**src/rtl/core/ordered_array_insert_remove_find_assert.svh**
```systemverilog
// Assertion helpers shared by the ordered array store modules.
// Each macro samples on clk and is disabled while rst_n is low.
`ifndef ORDERED_ARRAY_INSERT_REMOVE_FIND_ASSERT_SVH
`define ORDERED_ARRAY_INSERT_REMOVE_FIND_ASSERT_SVH

// Same-cycle implication.
`define OAF_ASSERT_IMP(label, ante, cons, msg) \
  label: assert property (@(posedge clk) disable iff (!rst_n) (ante) |-> (cons)) \
    else $error(msg);

// Next-cycle implication.
`define OAF_ASSERT_NXT(label, ante, cons, msg) \
  label: assert property (@(posedge clk) disable iff (!rst_n) (ante) |=> (cons)) \
    else $error(msg);

`endif

```
**src/rtl/core/oaf_pkg.sv**
```systemverilog
package oaf_pkg;

  typedef enum logic [2:0] {
    ACT_INSERT = 3'd0,
    ACT_REMOVE = 3'd1,
    ACT_FIND   = 3'd2,
    ACT_READ   = 3'd3,
    ACT_WRITE  = 3'd4,
    ACT_PUSH   = 3'd5,
    ACT_POP    = 3'd6
  } action_t;

  typedef enum logic [1:0] {
    ST_OK    = 2'd0,
    ST_RANGE = 2'd1,
    ST_FULL  = 2'd2,
    ST_EMPTY = 2'd3
  } status_t;

  typedef enum logic [2:0] {
    PTR_HOLD,
    PTR_CNT,
    PTR_TGT,
    PTR_ZERO,
    PTR_INC,
    PTR_DEC
  } ptr_op_t;

  typedef enum logic [1:0] {
    RA_PTR,
    RA_PTR_M1,
    RA_PTR_P1,
    RA_TGT
  } rd_sel_t;

  typedef enum logic {
    WA_PTR,
    WA_TGT
  } wa_sel_t;

  typedef enum logic {
    WS_VAL,
    WS_RAM
  } wd_sel_t;

  typedef enum logic [1:0] {
    CNT_HOLD,
    CNT_INC,
    CNT_DEC
  } cnt_op_t;

  typedef struct packed {
    logic    cap;
    ptr_op_t ptr_op;
    logic    rd_en;
    rd_sel_t rd_sel;
    logic    wr_en;
    wa_sel_t wa_sel;
    wd_sel_t wd_sel;
    cnt_op_t cnt_op;
    logic    hold_rd;
    logic    finish;
    status_t status;
    logic    found;
    logic    rv_ram;
  } oaf_cmd_t;

  typedef struct packed {
    action_t act;
    logic    tgt_gt_cnt;
    logic    tgt_ge_cnt;
    logic    full;
    logic    empty;
    logic    ptr_at_tgt;
    logic    ptr_last;
    logic    ptr_at_cnt;
    logic    match;
  } oaf_stat_t;

endpackage

```
**src/rtl/core/ordered_array_insert_remove_find.sv**
```systemverilog
// Ordered store of signed 32-bit words with a fill count, DEPTH entries in one RAM.
// Input: start/busy command port. A word (in_action, in_position, in_data_value) is
// taken at a rising edge with start high and busy low; busy then stays high until
// the result strobe. Result: out_valid is high for one cycle with all out_* fields;
// the receiver takes it in that cycle and cannot hold it off. A new command may be
// started in the strobe cycle.
// Sequence after the accepting edge (n = count, p = position): errors, write and unused
//   codes finish at decode; read and pop wait for the registered RAM read;
//   insert/push shift entries p..n-1 up, remove shifts entries p+1..n-1 down;
//   find compares entries from 0 upward until one matches or count is reached.
// Shifting and searching go one entry at a time through the single RAM:
// a registered read, then the write or compare.
// Reset (rst_n low, synchronous) empties the store and drops any command in flight;
// entry contents are not cleared and are only read below the count.
module ordered_array_insert_remove_find #(
  parameter int DEPTH = 16,
  localparam int CNT_W = $clog2(DEPTH + 1),
  localparam int IDX_W = (DEPTH > 1) ? $clog2(DEPTH) : 1
) (
  input  logic               clk,
  input  logic               rst_n,
  input  logic               start,
  output logic               busy,
  input  logic [2:0]         in_action,
  input  logic [CNT_W-1:0]   in_position,
  input  logic signed [31:0] in_data_value,
  output logic               out_valid,
  output logic [1:0]         out_status,
  output logic signed [31:0] out_read_value,
  output logic               out_found,
  output logic [IDX_W-1:0]   out_found_index,
  output logic [CNT_W-1:0]   out_count,
  output logic               out_is_empty
);

  import oaf_pkg::*;

  oaf_cmd_t  cmd;
  oaf_stat_t stat;

  oaf_ctrl u_ctrl (
    .clk   (clk),
    .rst_n (rst_n),
    .start (start),
    .busy  (busy),
    .stat  (stat),
    .cmd   (cmd)
  );

  oaf_dp #(
    .DEPTH (DEPTH)
  ) u_dp (
    .clk             (clk),
    .rst_n           (rst_n),
    .cmd             (cmd),
    .stat            (stat),
    .in_action       (in_action),
    .in_position     (in_position),
    .in_data_value   (in_data_value),
    .out_valid       (out_valid),
    .out_status      (out_status),
    .out_read_value  (out_read_value),
    .out_found       (out_found),
    .out_found_index (out_found_index),
    .out_count       (out_count),
    .out_is_empty    (out_is_empty)
  );

endmodule

```
**src/rtl/core/oaf_ram.sv**
```systemverilog
module oaf_ram #(
  parameter int WIDTH = 32,
  parameter int DEPTH = 16,
  localparam int AW = (DEPTH > 1) ? $clog2(DEPTH) : 1
) (
  input  logic             clk,
  input  logic             we,
  input  logic [AW-1:0]    waddr,
  input  logic [WIDTH-1:0] wdata,
  input  logic             re,
  input  logic [AW-1:0]    raddr,
  output logic [WIDTH-1:0] rdata
);

  logic [WIDTH-1:0] mem [DEPTH];
  logic [WIDTH-1:0] rdata_r;

  always_ff @(posedge clk) begin
    if (we) begin
      mem[waddr] <= wdata;
    end
    if (re) begin
      rdata_r <= mem[raddr];
    end
  end

  assign rdata = rdata_r;

endmodule

```
**src/rtl/core/oaf_ctrl.sv**
```systemverilog
`include "ordered_array_insert_remove_find_assert.svh"

module oaf_ctrl (
  input  logic               clk,
  input  logic               rst_n,
  input  logic               start,
  output logic               busy,
  input  oaf_pkg::oaf_stat_t stat,
  output oaf_pkg::oaf_cmd_t  cmd
);

  import oaf_pkg::*;

  typedef enum logic [3:0] {
    S_IDLE,
    S_DECODE,
    S_RD_WAIT,
    S_UP_RD,
    S_UP_WR,
    S_DN_RD,
    S_DN_WR,
    S_FIND_RD,
    S_FIND_CMP
  } state_t;

  state_t state_r, state_nxt;
  logic   busy_r, busy_nxt;
  logic   accept;

  assign accept = start && !busy_r;
  assign busy   = busy_r;

  always_comb begin
    cmd.cap     = 1'b0;
    cmd.ptr_op  = PTR_HOLD;
    cmd.rd_en   = 1'b0;
    cmd.rd_sel  = RA_PTR;
    cmd.wr_en   = 1'b0;
    cmd.wa_sel  = WA_PTR;
    cmd.wd_sel  = WS_VAL;
    cmd.cnt_op  = CNT_HOLD;
    cmd.hold_rd = 1'b0;
    cmd.finish  = 1'b0;
    cmd.status  = ST_OK;
    cmd.found   = 1'b0;
    cmd.rv_ram  = 1'b0;
    state_nxt   = state_r;

    unique case (state_r)
      S_IDLE: begin
        if (accept) begin
          cmd.cap   = 1'b1;
          state_nxt = S_DECODE;
        end
      end
      S_DECODE: begin
        unique case (stat.act)
          ACT_INSERT, ACT_PUSH: begin
            if (stat.tgt_gt_cnt) begin
              cmd.finish = 1'b1;
              cmd.status = ST_RANGE;
            end else if (stat.full) begin
              cmd.finish = 1'b1;
              cmd.status = ST_FULL;
            end else begin
              cmd.ptr_op = PTR_CNT;
              state_nxt  = S_UP_RD;
            end
          end
          ACT_REMOVE: begin
            if (stat.tgt_ge_cnt) begin
              cmd.finish = 1'b1;
              cmd.status = ST_RANGE;
            end else begin
              cmd.ptr_op = PTR_TGT;
              state_nxt  = S_DN_RD;
            end
          end
          ACT_FIND: begin
            cmd.ptr_op = PTR_ZERO;
            state_nxt  = S_FIND_RD;
          end
          ACT_READ: begin
            if (stat.tgt_ge_cnt) begin
              cmd.finish = 1'b1;
              cmd.status = ST_RANGE;
            end else begin
              cmd.rd_en  = 1'b1;
              cmd.rd_sel = RA_TGT;
              state_nxt  = S_RD_WAIT;
            end
          end
          ACT_WRITE: begin
            if (stat.tgt_ge_cnt) begin
              cmd.finish = 1'b1;
              cmd.status = ST_RANGE;
            end else begin
              cmd.wr_en  = 1'b1;
              cmd.wa_sel = WA_TGT;
              cmd.wd_sel = WS_VAL;
              cmd.finish = 1'b1;
            end
          end
          ACT_POP: begin
            if (stat.empty) begin
              cmd.finish = 1'b1;
              cmd.status = ST_EMPTY;
            end else begin
              cmd.rd_en  = 1'b1;
              cmd.rd_sel = RA_TGT;
              cmd.ptr_op = PTR_TGT;
              state_nxt  = S_RD_WAIT;
            end
          end
          default: begin
            // unused action code: no-op
            cmd.finish = 1'b1;
          end
        endcase
      end
      S_RD_WAIT: begin
        if (stat.act == ACT_POP) begin
          cmd.hold_rd = 1'b1;
          state_nxt   = S_DN_RD;
        end else begin
          cmd.rv_ram = 1'b1;
          cmd.finish = 1'b1;
        end
      end
      S_UP_RD: begin
        if (stat.ptr_at_tgt) begin
          cmd.wr_en  = 1'b1;
          cmd.wa_sel = WA_PTR;
          cmd.wd_sel = WS_VAL;
          cmd.cnt_op = CNT_INC;
          cmd.finish = 1'b1;
        end else begin
          cmd.rd_en  = 1'b1;
          cmd.rd_sel = RA_PTR_M1;
          state_nxt  = S_UP_WR;
        end
      end
      S_UP_WR: begin
        cmd.wr_en  = 1'b1;
        cmd.wa_sel = WA_PTR;
        cmd.wd_sel = WS_RAM;
        cmd.ptr_op = PTR_DEC;
        state_nxt  = S_UP_RD;
      end
      S_DN_RD: begin
        if (stat.ptr_last) begin
          cmd.cnt_op = CNT_DEC;
          cmd.finish = 1'b1;
        end else begin
          cmd.rd_en  = 1'b1;
          cmd.rd_sel = RA_PTR_P1;
          state_nxt  = S_DN_WR;
        end
      end
      S_DN_WR: begin
        cmd.wr_en  = 1'b1;
        cmd.wa_sel = WA_PTR;
        cmd.wd_sel = WS_RAM;
        cmd.ptr_op = PTR_INC;
        state_nxt  = S_DN_RD;
      end
      S_FIND_RD: begin
        if (stat.ptr_at_cnt) begin
          cmd.finish = 1'b1;
        end else begin
          cmd.rd_en  = 1'b1;
          cmd.rd_sel = RA_PTR;
          state_nxt  = S_FIND_CMP;
        end
      end
      S_FIND_CMP: begin
        if (stat.match) begin
          cmd.found  = 1'b1;
          cmd.finish = 1'b1;
        end else begin
          cmd.ptr_op = PTR_INC;
          state_nxt  = S_FIND_RD;
        end
      end
      default: begin
        state_nxt = S_IDLE;
      end
    endcase

    if (cmd.finish) begin
      state_nxt = S_IDLE;
    end
  end

  always_comb begin
    busy_nxt = busy_r;
    if (accept) begin
      busy_nxt = 1'b1;
    end else if (cmd.finish) begin
      busy_nxt = 1'b0;
    end
  end

  always_ff @(posedge clk) begin
    if (!rst_n) begin
      state_r <= S_IDLE;
      busy_r  <= 1'b0;
    end else begin
      state_r <= state_nxt;
      busy_r  <= busy_nxt;
    end
  end

  `OAF_ASSERT_NXT(a_accept_busy, accept, busy_r, "busy not raised after accept")
  `OAF_ASSERT_NXT(a_finish_idle, cmd.finish, !busy_r, "busy still high after finish")
  `OAF_ASSERT_IMP(a_busy_state, 1'b1, busy_r == (state_r != S_IDLE), "busy out of step")

endmodule

```
**src/rtl/core/oaf_dp.sv**
```systemverilog
`include "ordered_array_insert_remove_find_assert.svh"

module oaf_dp #(
  parameter int DEPTH = 16,
  localparam int CNT_W = $clog2(DEPTH + 1),
  localparam int IDX_W = (DEPTH > 1) ? $clog2(DEPTH) : 1
) (
  input  logic               clk,
  input  logic               rst_n,
  input  oaf_pkg::oaf_cmd_t  cmd,
  output oaf_pkg::oaf_stat_t stat,
  input  logic [2:0]         in_action,
  input  logic [CNT_W-1:0]   in_position,
  input  logic signed [31:0] in_data_value,
  output logic               out_valid,
  output logic [1:0]         out_status,
  output logic signed [31:0] out_read_value,
  output logic               out_found,
  output logic [IDX_W-1:0]   out_found_index,
  output logic [CNT_W-1:0]   out_count,
  output logic               out_is_empty
);

  import oaf_pkg::*;

  action_t            act_r;
  logic [CNT_W-1:0]   pos_r;
  logic signed [31:0] val_r;
  logic [CNT_W-1:0]   cnt_r, cnt_nxt;
  logic [CNT_W-1:0]   ptr_r, ptr_nxt;
  logic [CNT_W-1:0]   ptr_inc, ptr_dec, tgt;
  logic [31:0]        rd_r;

  logic [CNT_W-1:0]   raddr_full, waddr_full;
  logic [31:0]        wdata, rdata;

  logic               out_valid_r;
  logic [1:0]         out_status_r;
  logic [31:0]        out_read_value_r;
  logic               out_found_r;
  logic [IDX_W-1:0]   out_found_index_r;
  logic [CNT_W-1:0]   out_count_r;
  logic               out_is_empty_r;

  assign ptr_inc = CNT_W'(ptr_r + 1'b1);
  assign ptr_dec = CNT_W'(ptr_r - 1'b1);

  // working index: push appends at count, pop takes count-1
  always_comb begin
    unique case (act_r)
      ACT_PUSH: tgt = cnt_r;
      ACT_POP:  tgt = CNT_W'(cnt_r - 1'b1);
      default:  tgt = pos_r;
    endcase
  end

  assign stat.act        = act_r;
  assign stat.tgt_gt_cnt = tgt > cnt_r;
  assign stat.tgt_ge_cnt = tgt >= cnt_r;
  assign stat.full       = cnt_r == CNT_W'(DEPTH);
  assign stat.empty      = cnt_r == '0;
  assign stat.ptr_at_tgt = ptr_r == tgt;
  assign stat.ptr_last   = ptr_inc == cnt_r;
  assign stat.ptr_at_cnt = ptr_r == cnt_r;
  assign stat.match      = rdata == val_r;

  always_comb begin
    unique case (cmd.rd_sel)
      RA_PTR:    raddr_full = ptr_r;
      RA_PTR_M1: raddr_full = ptr_dec;
      RA_PTR_P1: raddr_full = ptr_inc;
      RA_TGT:    raddr_full = tgt;
    endcase
  end

  assign waddr_full = (cmd.wa_sel == WA_TGT) ? tgt : ptr_r;
  assign wdata      = (cmd.wd_sel == WS_RAM) ? rdata : val_r;

  oaf_ram #(
    .WIDTH (32),
    .DEPTH (DEPTH)
  ) u_ram (
    .clk   (clk),
    .we    (cmd.wr_en),
    .waddr (waddr_full[IDX_W-1:0]),
    .wdata (wdata),
    .re    (cmd.rd_en),
    .raddr (raddr_full[IDX_W-1:0]),
    .rdata (rdata)
  );

  always_comb begin
    unique case (cmd.ptr_op)
      PTR_HOLD: ptr_nxt = ptr_r;
      PTR_CNT:  ptr_nxt = cnt_r;
      PTR_TGT:  ptr_nxt = tgt;
      PTR_ZERO: ptr_nxt = '0;
      PTR_INC:  ptr_nxt = ptr_inc;
      PTR_DEC:  ptr_nxt = ptr_dec;
      default:  ptr_nxt = ptr_r;
    endcase
  end

  always_comb begin
    unique case (cmd.cnt_op)
      CNT_INC: cnt_nxt = CNT_W'(cnt_r + 1'b1);
      CNT_DEC: cnt_nxt = CNT_W'(cnt_r - 1'b1);
      default: cnt_nxt = cnt_r;
    endcase
  end

  always_ff @(posedge clk) begin
    if (!rst_n) begin
      cnt_r       <= '0;
      out_valid_r <= 1'b0;
    end else begin
      cnt_r       <= cnt_nxt;
      out_valid_r <= cmd.finish;
    end
  end

  always_ff @(posedge clk) begin
    ptr_r <= ptr_nxt;
    if (cmd.cap) begin
      act_r <= action_t'(in_action);
      pos_r <= in_position;
      val_r <= in_data_value;
      rd_r  <= '0;
    end else if (cmd.hold_rd) begin
      rd_r <= rdata;
    end
    if (cmd.finish) begin
      out_status_r      <= cmd.status;
      out_read_value_r  <= cmd.rv_ram ? rdata : rd_r;
      out_found_r       <= cmd.found;
      out_found_index_r <= cmd.found ? ptr_r[IDX_W-1:0] : '0;
      out_count_r       <= cnt_nxt;
      out_is_empty_r    <= cnt_nxt == '0;
    end
  end

  assign out_valid       = out_valid_r;
  assign out_status      = out_status_r;
  assign out_read_value  = out_read_value_r;
  assign out_found       = out_found_r;
  assign out_found_index = out_found_index_r;
  assign out_count       = out_count_r;
  assign out_is_empty    = out_is_empty_r;

  `OAF_ASSERT_IMP(a_cnt_cap, 1'b1, cnt_r <= CNT_W'(DEPTH), "fill count above depth")
  `OAF_ASSERT_IMP(a_inc_not_full, cmd.cnt_op == CNT_INC, !stat.full, "grow on full store")
  `OAF_ASSERT_IMP(a_found_below, out_valid_r && out_found_r,
    out_found_index_r < out_count_r, "found index not below count")

endmodule
```
**config.mk**
```make
export PLATFORM = sky130hd
export DESIGN_NAME = ordered_array_insert_remove_find
export DESIGN_NICKNAME = d
export VERILOG_FILES = /design/src/rtl/core/oaf_pkg.sv /design/src/rtl/core/ordered_array_insert_remove_find.sv /design/src/rtl/core/oaf_ram.sv /design/src/rtl/core/oaf_ctrl.sv /design/src/rtl/core/oaf_dp.sv
export VERILOG_INCLUDE_DIRS = /design/src /design/src/rtl/core
export SDC_FILE = /design/constraint.sdc
export NUM_CORES = 1
export LEC_CHECK = 0
export BUFFER_PORTS_ARGS = -buffer_cell sky130_fd_sc_hd__buf_2
export CAP_MARGIN = 25
export CORE_MARGIN = 10
export CORE_UTILIZATION = 45
export DETAILED_ROUTE_END_ITERATION = 12
export SLEW_MARGIN = 15
export SYNTH_ARGS = -nofsm -noshare
export SYNTH_HDL_FRONTEND = slang
export SYNTH_SLANG_ARGS = --single-unit
```
**constraint.sdc**
```tcl
create_clock -name clk -period 4.7 [get_ports clk]
set_input_delay 0.47 -clock clk [delete_from_list [all_inputs] [get_ports clk]]
set_output_delay 0.47 -clock clk [all_outputs]
set_load 0.05 [all_outputs]
```
Yosys cells after proc, flatten, opt, wreduce, memory -nomap -nowiden
Memories as Yosys holds them, arrays and structs flattened. A register that Yosys moved wholly into a read port is not among the register bits. Cells that the tools add are included.

Bits in registers: 133. Memories kept: 1. RAM bits: 512. Input bits: 43. Word-level logic and storage cells: 140. Output and inout port bits: 47.

Reductions and logical operators: 14. Eq/ne operators: 41. Order comparisons: 2. Multiplexer cells: 62. Bitwise gates (word level): 1. $add $sub $neg: 4.

Memory list: u_dp.u_ram.mem (words 16, width 32, rd ports 1, clocked after memory_dff 1, write ports 1, RTL line oaf_ram.sv:15) `logic [WIDTH-1:0] mem [DEPTH];`.

Operators with widths (number): $mux 32 (2); $mux 4 (12); $mux 3 (12); $pmux 3 s4 (3); $pmux 4 s9 (1); $eq 32x32->1 (1); $pmux 5 s5 (1); $pmux 4 s5 (1); $pmux 5 s2 (2); $mux 1 (17); $eq 4x3->1 const B (4); $pmux 4 s4 (1); $eq 3x3->1 const B (5); $eq 5x5->1 (3); $ne 3x3->1 const B (5); $eq 3x2->1 const B (4); $reduce_and 12->1 (1); $add 5x1->5 const B (2); $logic_not 5->1 (2); $mux 5 (2); $sub 5x1->5 const B (2); $pmux 3 s3 (1); $eq 4x2->1 const B (2); $ne 2x2->1 const B (4); other kinds (25) (34).

Depth between registers and ports, before layout
Gate-level depths: netlist of run 1.

Word-level depth: 8. Mapped depth: 19. Gate-level depth less buffers: 16.

Modules after synthesis
Synthesis of run 1 repeated with hierarchy kept, for this count alone.

Cells, all modules: 1487. Area, all modules: 27421.3 um^2.

By module, submodules not included: oaf_ram (instances 1, cells an instance 838, sequential area each 16335.7 um^2, area each 20155.6 um^2); oaf_dp (instances 1, cells an instance 544, sequential area each 3463.3 um^2, area each 6505.0 um^2); oaf_ctrl (instances 1, cells an instance 105, sequential area each 100.1 um^2, area each 760.7 um^2).

Worst setup path before layout of run 1
No wires, ideal clock.

Path kind: reg2reg. Start: reg u_dp.cnt_r[0]. End: mem u_dp.u_ram.mem[10][0] (enable). Setup time: 0.421 ns. Data required time: 4.279 ns. Path slack: -0.219 ns. Arrival: 4.498 ns. Period minus slack after synthesis: 4.919 ns. Path buffers: 1. Stages on the path, launching flop included: 16. Cells stage by stage: dfxtp_1 > clkbuf_1 > inv_1 > ha_1 > nor2b_1 > a311oi_1 > nand2_1 > ha_1 > a21o_1 > a21oi_1 > o21ai_0 > nor2_1 > nand3_1 > mux2i_1 > nand2_1 > nor2_1.

Word-level cells in the longest chain between the ends: 8. Elaborated cells between the ends (all ways): 11. Classes of those cells: add/sub (1); order compare (1); eq/ne (1); mux (8).

Ends and longest elaborated chain: start, declared (RTL line oaf_dp.sv:29) `logic [CNT_W-1:0] cnt_r, cnt_nxt;`; start signal, assigned (RTL line oaf_dp.sv:117) `cnt_r <= cnt_nxt;`; $sub 5x1->5 (RTL line oaf_dp.sv:52) `ACT_POP: tgt = CNT_W'(cnt_r - 1'b1);`; $pmux 5 s2 (RTL line oaf_dp.sv:50) `unique case (act_r)`; $ge 5x5->1 (RTL line oaf_dp.sv:59) `assign stat.tgt_ge_cnt = tgt >= cnt_r;`; $mux 3 (RTL line oaf_ctrl.sv:94) `if (stat.tgt_ge_cnt) begin`; $mux 3 (RTL line oaf_ctrl.sv:57) `unique case (stat.act)`; $pmux 3 s3 (RTL line oaf_ctrl.sv:49) `unique case (state_r)`; $mux 1 (RTL line oaf_ram.sv:19) `if (we) begin`; $mux 1 (implied by the code) (RTL line oaf_ram.sv:20) `mem[waddr] <= wdata;`; end, declared (RTL line oaf_ram.sv:15).

Parallel ways exist; a longest one is shown, timed or not.

Worst setup path in the final report of run 1
Start: reg u_dp.act_r[2]. End: reg u_dp.u_ram.rdata_r[3] (netlist: u_dp.u_ram.rdata[3]) (read register of u_dp.u_ram.mem), data pin.

Word-level cells in the longest chain between the ends: 8. Elaborated cells between the ends (all ways): 15. Classes of those cells: order compare (1); eq/ne (7); mux (6); reduce/logical (1).

Ends and longest elaborated chain: start, declared (RTL line oaf_dp.sv:26) `action_t act_r;`; start signal, assigned (RTL line oaf_dp.sv:125) `act_r <= action_t'(in_action);`; $eq 3x3->1, on equally long branches (RTL line oaf_ctrl.sv:57, oaf_dp.sv:50); $pmux 5 s2 (RTL line oaf_dp.sv:50); $ge 5x5->1 (RTL line oaf_dp.sv:59); $mux 3 (RTL line oaf_ctrl.sv:84) `if (stat.tgt_ge_cnt) begin`; $pmux 3 s2 (RTL line oaf_ctrl.sv:57); $pmux 3 s4 (RTL line oaf_ctrl.sv:49); $eq 2x2->1, or another cell as far along (RTL line oaf_dp.sv:68) `unique case (cmd.rd_sel)`; $pmux 4 s4 (RTL line oaf_dp.sv:68); end, declared (RTL line oaf_ram.sv:16) `logic [WIDTH-1:0] rdata_r;`.

Parallel ways exist; a longest one is shown, timed or not. A chain may end at the register's enable or synchronous reset.

==> results of run 1 <==
per-stage QoR:
stage	instance area (sq um)	worst slack (ps)
6_report	33600	307
5_1_grt	33600	10.4
4_1_cts	33400	153
3_5_place_dp	30900	176
3_3_place_gp	30900	249
2_1_floorplan	28700	-219
repair_timing:
item                                    in CTS  in global routing
hold buffers                                12                  0
resized for setup                            0                  9
buffers inserted                             0                 10
endpoints found under the setup margin       0                196
endpoints found under the hold margin       12                  0
final cells by class:
cell class / instances / area, sq um / share of cell area (%)
sequential: 677 / 19900 / 59.3
inverter: 22 / 82.6 / 0.246
tap: 846 / 1060 / 3.15
timing repair buffer: 206 / 1790 / 5.32
clock inverter: 45 / 435 / 1.30
clock buffer: 93 / 1970 / 5.86
multi-input combinational: 969 / 8330 / 24.8
routing by layer:
layer / global-route usage [%] / vias to the layer above / share of wire [%]
met2: 29.6 / 468 / 47
li1: - / 7234 / -
met1: 26.4 / 8150 / 45
met3: 3.14 / 114 / 5.8
met5: 0 / - / 0
met4: 5.77 / 0 / 2.4
cells in the mapped netlist (all sizes together), types with 6 or more instances:
library cell  instances
a211oi                6
a21oi                55
a22oi                33
and2                  9
and3                  8
buf                  55
clkbuf               39
dfxtp                43
edfxtp              634
ha                   11
inv                  22
mux2                131
mux2i               328
nand2               108
nand2b               12
nand3                14
nand4                11
nor2                 45
nor2b                14
nor3                 11
o21ai                18
o221ai               32
xnor2                40
power by group:
group	internal, mW	switching, mW	leakage [nW]
combinational	2.72	4.25	4.83
clock	3.38	2.35	1.17
sequential	7.68	0.280	6.09
total	13.8	6.88	12.1
worst paths after layout:
kind,startpoint,end,slack [ps],depth (start not counted)
worst min-delay path,in_data_value[4],u_dp.val_r[4]$_DFFE_PP_,30,1
worst min register to register,u_dp.rd_r[1]$_SDFFE_PP0P_,u_dp.rd_r[1]$_SDFFE_PP0P_,450,2
worst max-delay path,u_dp.act_r[2]$_DFFE_PP_,u_dp.u_ram.rdata[3]$_DFFE_PP_,310,17
worst max register to register,u_dp.act_r[2]$_DFFE_PP_,u_dp.u_ram.rdata[3]$_DFFE_PP_,310,17
registers in the layout, indices dropped and copies added (netlist names), 32 cells and up:
signal               cells
u_dp.u_ram.rdata        32
u_dp.val_r              32
u_dp.out_read_value     32
u_dp.u_ram.mem         512
u_dp.rd_r               32
worst max-delay path, stage by stage, from the launching register on:
cell	delay, ps
edfxtp_1	500
buf_4	200
and4b_1	190
a211oi_2	310
nand2_1	130
ha_1	330
a21o_1	200
a21oi_2	180
o2111ai_1	160
and2_1	180
o41a_1	130
a32oi_4	330
buf_12	250
buf_4	280
mux2i_1	230
mux2i_1	120
a22oi_1	260
o221ai_2	130
logic make-up (layout without fill, tap and decap cells):
group           Yosys count  after routing  synth area share (%)
flops                   677            677                  69.3
mux                     459            459                  16.6
simple gates            262            263                  4.55
compound gates          191            191                  5.21
buf+inv                 116            366                  2.48
xor+xnor                 45             45                  1.37
fa+ha+maj                11             11                 0.480
==> reports/results.txt, run 1 <==
dpl hpwl -> 41600 um
vias in the first global route -> 15900
kind of critical path -> reg -> reg
FP Rows -> 92
GRT Overall Usage -> 18.8%
fillers -> 5115
post-layout util -> 53.2%
Worst-Margin Slew -> 968 ps
Async SR Flop Fraction -> 0%
top achievable clock speed -> 0.228 GHz
Antenna Cells -> 0
fin crit share -> 93.5%
Post-synth EDFFs -> 634
Vias -> 16000
Syn Area/Cell -> 16.3 sq um
Clock Tree Buf Depth -> 3
Worst Path Required -> 5050 ps
Mapped Area -> 28700 sq um
Worst-path clk slew -> 60 ps
fraction of layout cells with a size suffix above 1 -> 24.7%
final period demand of the worst path -> 4390 ps
Critical Path Sink Type -> flop
Detail Route Antenna Nets -> 0
CP Data Arrival Time -> 4740 ps
clock root cell -> clkbuf_16
Post-Route Skew -> 33.4 ps
TritonRoute pass-1 iters -> 5
synthesis-to-finish area growth -> 16.9%
first-pass GRT wire length -> 104000 um
max-slew violations -> 0
Initial Util -> 45.5%
commonest non-fill, non-tap cell in the layout -> edfxtp_1
Nets -> 2005
Clock Sinks -> 677
Core ar. -> 63100 sq um
Die ar. -> 74300 sq um
cell area power density -> 615 nW/um^2
Synth area leader -> edfxtp_1
post-synthesis cell type count -> 73
antenna violations before repair -> 1
gr ovfl total -> 0
Lkg Pwr -> 12.1 nW
dpl cells -> 2697
Design Power -> 20.7 mW
routed len/inst -> 24.8 um
relative slew slack -> 35.5%
max-cap violations -> 0
Hold Worst Slack -> 34.7 ps
Hold Vio Cnt, Final -> 0
final std cells w/o fill -> 2858
DRT iter0 DRCs -> 1423
synthesized instance count -> 1761
# setup viols final -> 0
port bufs -> 89
most frequent cells in the layout -> edfxtp_1 (634), mux2i_1 (328), mux2_2 (131), nand2_1 (103), buf_2 (89)
Ports -> 90
Synth area leaders -> edfxtp_1 (66%), mux2i_1 (11%), mux2_2 (5.1%), dfxtp_1 (3.0%), nand2_1 (1.4%)
largest net degree at the start of global routing -> 62
#FFs+latches synth -> 677
TNS Setup -> 0 ps
register area share after synthesis -> 69.3%
CP startpoint kind -> flop
RSZ-0062 raised after global routing -> no
RePlAce Congestion -> 0.879
syn nets -> 1815
CP max FO -> 15
CTS H-tree lvls -> 3
TritonCTS clock tree -> yes
Clk Latency, worst-skew pair -> 620 ps
total CTS buffers -> 75
ys flop type -> edfxtp_1
Die X -> 273 um
# DRC -> 0
status -> finished clean
Max VDD drop -> 0.483 mV
Total Wirelength -> 70800 um
post-synth top area share -> 66.3%
DR vias/cell -> 5.59
Ys Warns -> 0
hold crit path type -> in -> reg
die height -> 273 um
Note: power is estimated with default switching activity, not from simulation.
==> inputs of run 2 (changes only) <==
- SYNTH_HIERARCHICAL: unset -> 1
==> run 2 against run 1 <==
  * Fmax decreased by 5.6%
  * Core utilization is 2.2 points higher
  * Hold slack worse by 1.8 ps
  * Clock power increased by 1%
  * Combinational power is 1% higher
  * Critical path depth up 5
  * Routed wire length decreased by 4.0%
  * Sequential cell count did not move
  * Sequential share of layout area is 0.23 points higher
  * Non-clock buffer count grew 51
  * Power increased by 0.70%
  * First-iteration DRC count down 7.1%
  * Critical path type unchanged
  * Largest power group unchanged
==> reports/results.txt, run 2 <==
status -> finished clean
Hold Vio Cnt, Final -> 0
FP Rows -> 90
Total Wirelength -> 68000 um
ys flop type -> edfxtp_1
Clock Tree Buf Depth -> 3
Max VDD drop -> 0.327 mV
dpl hpwl -> 40400 um
die height -> 267 um
Nets -> 1787
top cells by count, synth -> edfxtp_1 (634), mux4_2 (128), nor2_1 (69), mux2_2 (68), a22oi_1 (65)
DR vias/cell -> 5.76
crit path cell chain -> buf_4 -> or3_4 -> xnor2_1 -> o311a_2 -> ha_4 -> o21a_1 -> o21ai_2 -> nand3_2 -> nor3b_2 -> o21ai_1 -> mux2_4 -> nor3_2 -> buf_4 -> xor2_2 -> o21ai_2 -> o21ai_4 -> buf_12 -> buf_12 -> buf_6 -> mux4_2 -> a22oi_1 -> nand2_1
Initial Util -> 45.4%
total CTS buffers -> 71
Post-Route Skew -> 27.9 ps
hold crit path type -> in -> reg
fin crit share -> 99.0%
Antenna Cells -> 0
sum of buffers and inverters on the critical path -> 5
Vias -> 14800
# DRC -> 0
gr ovfl total -> 0
Ys Warns -> 6
Worst-path clk slew -> 70 ps
dpl cells -> 2405
synthesized instance count -> 1487
Largest Register -> u_dp/u_ram/mem
Die ar. -> 71200 sq um
Synth area leader -> edfxtp_1
Synth area leaders -> edfxtp_1 (69%), mux4_2 (11%), dfxtp_1 (3.1%), mux2_2 (2.8%), a22oi_1 (1.8%)
synthesis-to-finish area growth -> 21.9%
syn nets -> 1542
Clk Latency, worst-skew pair -> 610 ps
post-synthesis cell type count -> 71
cell area power density -> 622 nW/um^2
final std cells w/o fill -> 2570
commonest non-fill, non-tap cell in the layout -> edfxtp_1
clock root cell -> clkbuf_16
CP Data Arrival Time -> 5000 ps
vias in the first global route -> 15000
post-synth top area share -> 69.4%
RePlAce Congestion -> 0.820
Clock Sinks -> 677
routed len/inst -> 26.5 um
DRT iter0 DRCs -> 1322
Detail Route Antenna Nets -> 0
final period demand of the worst path -> 4650 ps
TritonCTS clock tree -> yes
kind of critical path -> reg -> reg
Lkg Pwr -> 11.2 nW
max-cap violations -> 0
Worst Path Required -> 5050 ps
Post-synth EDFFs -> 634
Worst-Margin Slew -> 1030 ps
Top delay family on crit path -> compound AO/OA/AOI/OAI gates
Die X -> 267 um
# setup viols final -> 0
Core ar. -> 60400 sq um
Ports -> 90
#FFs+latches synth -> 677
CP startpoint kind -> flop
largest net degree at the start of global routing -> 41
most frequent cells in the layout -> edfxtp_1 (634), mux4_2 (128), buf_4 (100), buf_2 (89), clkbuf_16 (79)
Syn Area/Cell -> 18.4 sq um
Mapped Area -> 27400 sq um
first-pass GRT wire length -> 101000 um
most instantiated library cell after synthesis -> edfxtp_1
GRT Overall Usage -> 19.1%
Critical Path Sink Type -> flop
slowest stage delay, CP -> 510 ps
max reg flops -> 512
Max stage delay cell, worst path -> mux4_2
fraction of layout cells with a size suffix above 1 -> 36.9%
register area share after synthesis -> 72.6%
CP max FO -> 11
port bufs -> 89
RSZ-0062 raised after global routing -> yes
top achievable clock speed -> 0.215 GHz
max-slew violations -> 0
relative slew slack -> 31.2%
antenna violations before repair -> 0
TritonRoute pass-1 iters -> 5
Async SR Flop Fraction -> 0%
post-layout util -> 55.4%
CTS H-tree lvls -> 3
run 2: area by class of cell:
| type | instances | area (sq um) |
|---|---|---|
| flip-flops and latches | 677 | 19900 |
| well taps | 782 | 978 |
| inverters | 22 | 85.1 |
| multi-input cells | 703 | 7580 |
| repair buffers | 257 | 2470 |
| fillers | 4647 | 26900 |
| clock buffers | 98 | 2010 |
| clock inverters | 31 | 404 |
run 2: timing repair:
action | in CTS | in global routing
setup endpoints to repair | 32 | 56
pin swaps | 8 | 25
hold buffers | 5 | 0
setup buffers | 10 | 12
hold endpoints to repair | 5 | 0
resized for setup | 24 | 68
cloned | 3 | 5
run 2: layer usage:
| layer | up-vias | track usage [%] | part of all wire [%] |
|---|---|---|---|
| met2 | 502 | 30.8 | 49 |
| met5 | - | 0 | 0 |
| li1 | 6478 | - | - |
| met4 | 0 | 4.94 | 1.9 |
| met1 | 7736 | 26.7 | 43 |
| met3 | 82 | 3.25 | 6.8 |
run 2: power by group:
group          switching [mW]  internal, mW  leakage, nW
combinational            3.91          3.15         3.95
clock                    2.29          3.50         1.19
sequential              0.287          7.67         6.09
run 2: path summary, 6_finish.rpt:
path | startpoint | endpoint | slack [ps] | cells after the start
max | u_dp/cnt_r[1]$_SDFF_PN0_ | u_dp/u_ram/rdata[24]$_DFFE_PP_ | 50 | 22
min | in_action[2] | u_dp/act_r[2]$_DFFE_PP_ | 30 | 1
max reg2reg | u_dp/cnt_r[1]$_SDFF_PN0_ | u_dp/u_ram/rdata[24]$_DFFE_PP_ | 50 | 22
min reg2reg | u_dp/rd_r[1]$_SDFFE_PP0P_ | u_dp/rd_r[1]$_SDFFE_PP0P_ | 490 | 2
run 2: metrics by stage:
step | TNS, ps | power [mW] | setup WS [ps] | cell area [sq um] | hold WS [ps]
floorplan | -102420 | 12.2 | -427 | 27600 | 456
global placement | -2020 | 14.3 | -166 | 30100 | 468
detailed placement | -2740 | 14.4 | -172 | 30100 | 479
CTS | -2.02 | 20.5 | -2.02 | 32900 | 3.04
global route | -4040 | 21.7 | -166 | 33400 | 13.1
finish | 0 | 20.8 | 45.1 | 33400 | 32.9
run 2: logic make-up after synthesis:
logic type | after synthesis | share of synthesized area [%]
AO/OA/AOI/OAI | 149 | 3.88
XOR/XNOR | 53 | 1.69
adder cells (fa/ha/maj) | 12 | 0.548
buffers and inverters | 108 | 1.79
flip-flops | 677 | 72.6
multiplexers | 234 | 14.7
AND/OR/NAND/NOR | 254 | 4.81
run 2: worst register-to-register path: stages, from the launching register on:
cell and delay, ps:
dfxtp_4 360, buf_4 130, or3_4 360, xnor2_1 130, o311a_2 380, ha_4 250
o21a_1 110, o21ai_2 130, nand3_2 90, nor3b_2 180, o21ai_1 90, mux2_4 280
nor3_2 110, buf_4 160, xor2_2 150, o21ai_2 90, o21ai_4 80, buf_12 150
buf_12 170, buf_6 160, mux4_2 510, a22oi_1 230, nand2_1 80
==> inputs of run 3 (changes only) <==
- clock period: 4.7 -> 5 ns (I/O delays scaled with it)
==> run 3 against run 2 <==
  * Setup slack gained 170 ps
  * Design area shrank 2.0%
  * Via count shrank 0.18%
  * Highest routed layer is now met5
==> reports/results.txt, run 3 (synthesis results as in run 2) <==
Nets -> 1744
largest net degree at the start of global routing -> 48
CP startpoint kind -> flop
hold crit path type -> in -> reg
Critical Path Sink Type -> flop
cell area power density -> 585 nW/um^2
relative slew slack -> 31.5%
fraction of layout cells with a size suffix above 1 -> 33.4%
vias in the first global route -> 15100
Antenna Cells -> 0
Total Wirelength -> 68100 um
Die ar. -> 71200 sq um
kind of critical path -> reg -> reg
CP Data Arrival Time -> 5130 ps
dpl ws -> -46.6 ps
synthesis-to-finish area growth -> 19.5%
Final WS setup -> 215 ps
RSZ-0062 raised after global routing -> no
dpl cells -> 2374
Core ar. -> 60400 sq um
total CTS buffers -> 71
clock root cell -> clkbuf_16
GRT Overall Usage -> 19.1%
Ports -> 90
port bufs -> 89
first-pass GRT wire length -> 100000 um
CTS H-tree lvls -> 3
final period demand of the worst path -> 4790 ps
FP Rows -> 90
post-layout util -> 54.3%
TritonCTS clock tree -> yes
DR vias/cell -> 5.84
Clock Tree Buf Depth -> 3
RePlAce Congestion -> 0.790
Vias -> 14800
Max VDD drop -> 0.335 mV
die height -> 267 um
antenna violations before repair -> 2
max-slew violations -> 0
status -> finished clean
most frequent cells in the layout -> edfxtp_1 (634), mux4_2 (128), buf_2 (89), buf_4 (84), clkbuf_16 (77)
Detail Route Antenna Nets -> 0
max reg flops -> 512
Initial Util -> 45.4%
Lkg Pwr -> 11.0 nW
cts hold-fix bufs -> 0
fillers -> 4674
routed len/inst -> 26.9 um
# DRC -> 0
Worst-Margin Slew -> 1030 ps
dpl hpwl -> 39900 um
Clk Latency, worst-skew pair -> 620 ps
Hold Worst Slack -> 54.9 ps
gr ovfl total -> 0
CP max FO -> 8
# setup viols final -> 0
max-cap violations -> 0
final std cells w/o fill -> 2528
TNS Setup -> 0 ps
Largest Register -> u_dp/u_ram/mem
Worst Path Required -> 5350 ps
top achievable clock speed -> 0.209 GHz
Worst-path clk slew -> 60 ps
DRT iter0 DRCs -> 1555
Die X -> 267 um
commonest non-fill, non-tap cell in the layout -> edfxtp_1
fin crit share -> 95.7%
Post-Route Skew -> 21.5 ps
Clock Sinks -> 677
TritonRoute pass-1 iters -> 5
Hold Vio Cnt, Final -> 0
-- run 3: changes by cell type in the layout (fill, tap and decap cells not counted), sizes merged --
cell	before	now
buf	247	210
clkbuf	103	98
dlygate4sd3	5	0
inv	24	27
clkinv	18	20
bufinv	9	10
nor2b	14	13
-- run 3: layout make-up --
class,instances,area (sq um),area share [%]
Timing Repair Buffer,215,1980,6.04
Sequential cell,677,19900,60.8
Tap cell,782,978,2.99
Clock inverter,37,483,1.47
Multi-Input combinational cell,702,7370,22.5
Inverter,22,82.6,0.252
Clock buffer,93,1960,5.99
-- run 3: timing repair --
item | in CTS | in global routing
gates resized for setup | 4 | 30
setup endpoints to repair | 32 | 41
buffers inserted | 8 | 9
pin swaps | 2 | 5
gates cloned | 1 | 5
-- run 3: path summary, 6_finish.rpt --
path / start / endpoint / slack [ps] / depth (start not counted)
min reg2reg: u_dp/rd_r[6]$_SDFFE_PP0P_ / u_dp/rd_r[6]$_SDFFE_PP0P_ / 490 / 2
min: in_data_value[25] / u_dp/val_r[25]$_DFFE_PP_ / 50 / 1
max: u_dp/cnt_r[1]$_SDFF_PN0_ / u_dp/u_ram/rdata[19]$_DFFE_PP_ / 210 / 22
max reg2reg: u_dp/cnt_r[1]$_SDFF_PN0_ / u_dp/u_ram/rdata[19]$_DFFE_PP_ / 210 / 22
-- run 3: through the flow --
| step | total power, mW | cell area [sq um] |
|---|---|---|
| after global placement | 13.3 | 29800 |
| after floorplan | 11.4 | 27500 |
| final | 19.2 | 32800 |
| after CTS | 19.0 | 32400 |
| after global routing | 20.0 | 32800 |
| after detailed placement | 13.4 | 29800 |
-- run 3: critical path: stages (launching register included) --
cell	delay, ps
dfxtp_2	340
buf_4	160
or3_4	380
xnor2_1	150
o311a_2	400
ha_4	260
o21a_1	110
o21ai_2	150
nand3_2	100
nor3b_2	160
o21ai_1	100
mux2_2	300
nor3_2	100
buf_4	180
xor2_2	140
o21ai_2	80
o21ai_4	110
buf_12	170
buf_16	170
buf_16	150
mux4_2	490
a22oi_1	200
nand2_1	80
-- run 3: power by group --
group | internal, mW | switching (mW)
clock network | 3.30 | 2.21
logic | 2.67 | 3.49
registers | 7.21 | 0.291
-- run 3: routing by layer --
metal | vias to the layer above | GRT usage (%) | part of all wire [%]
met5 | - | 0 | 0.019
met4 | 2 | 5.93 | 2.5
met3 | 114 | 3.98 | 7.6
met2 | 550 | 30.2 | 47
met1 | 7715 | 26.3 | 42
li1 | 6391 | - | -
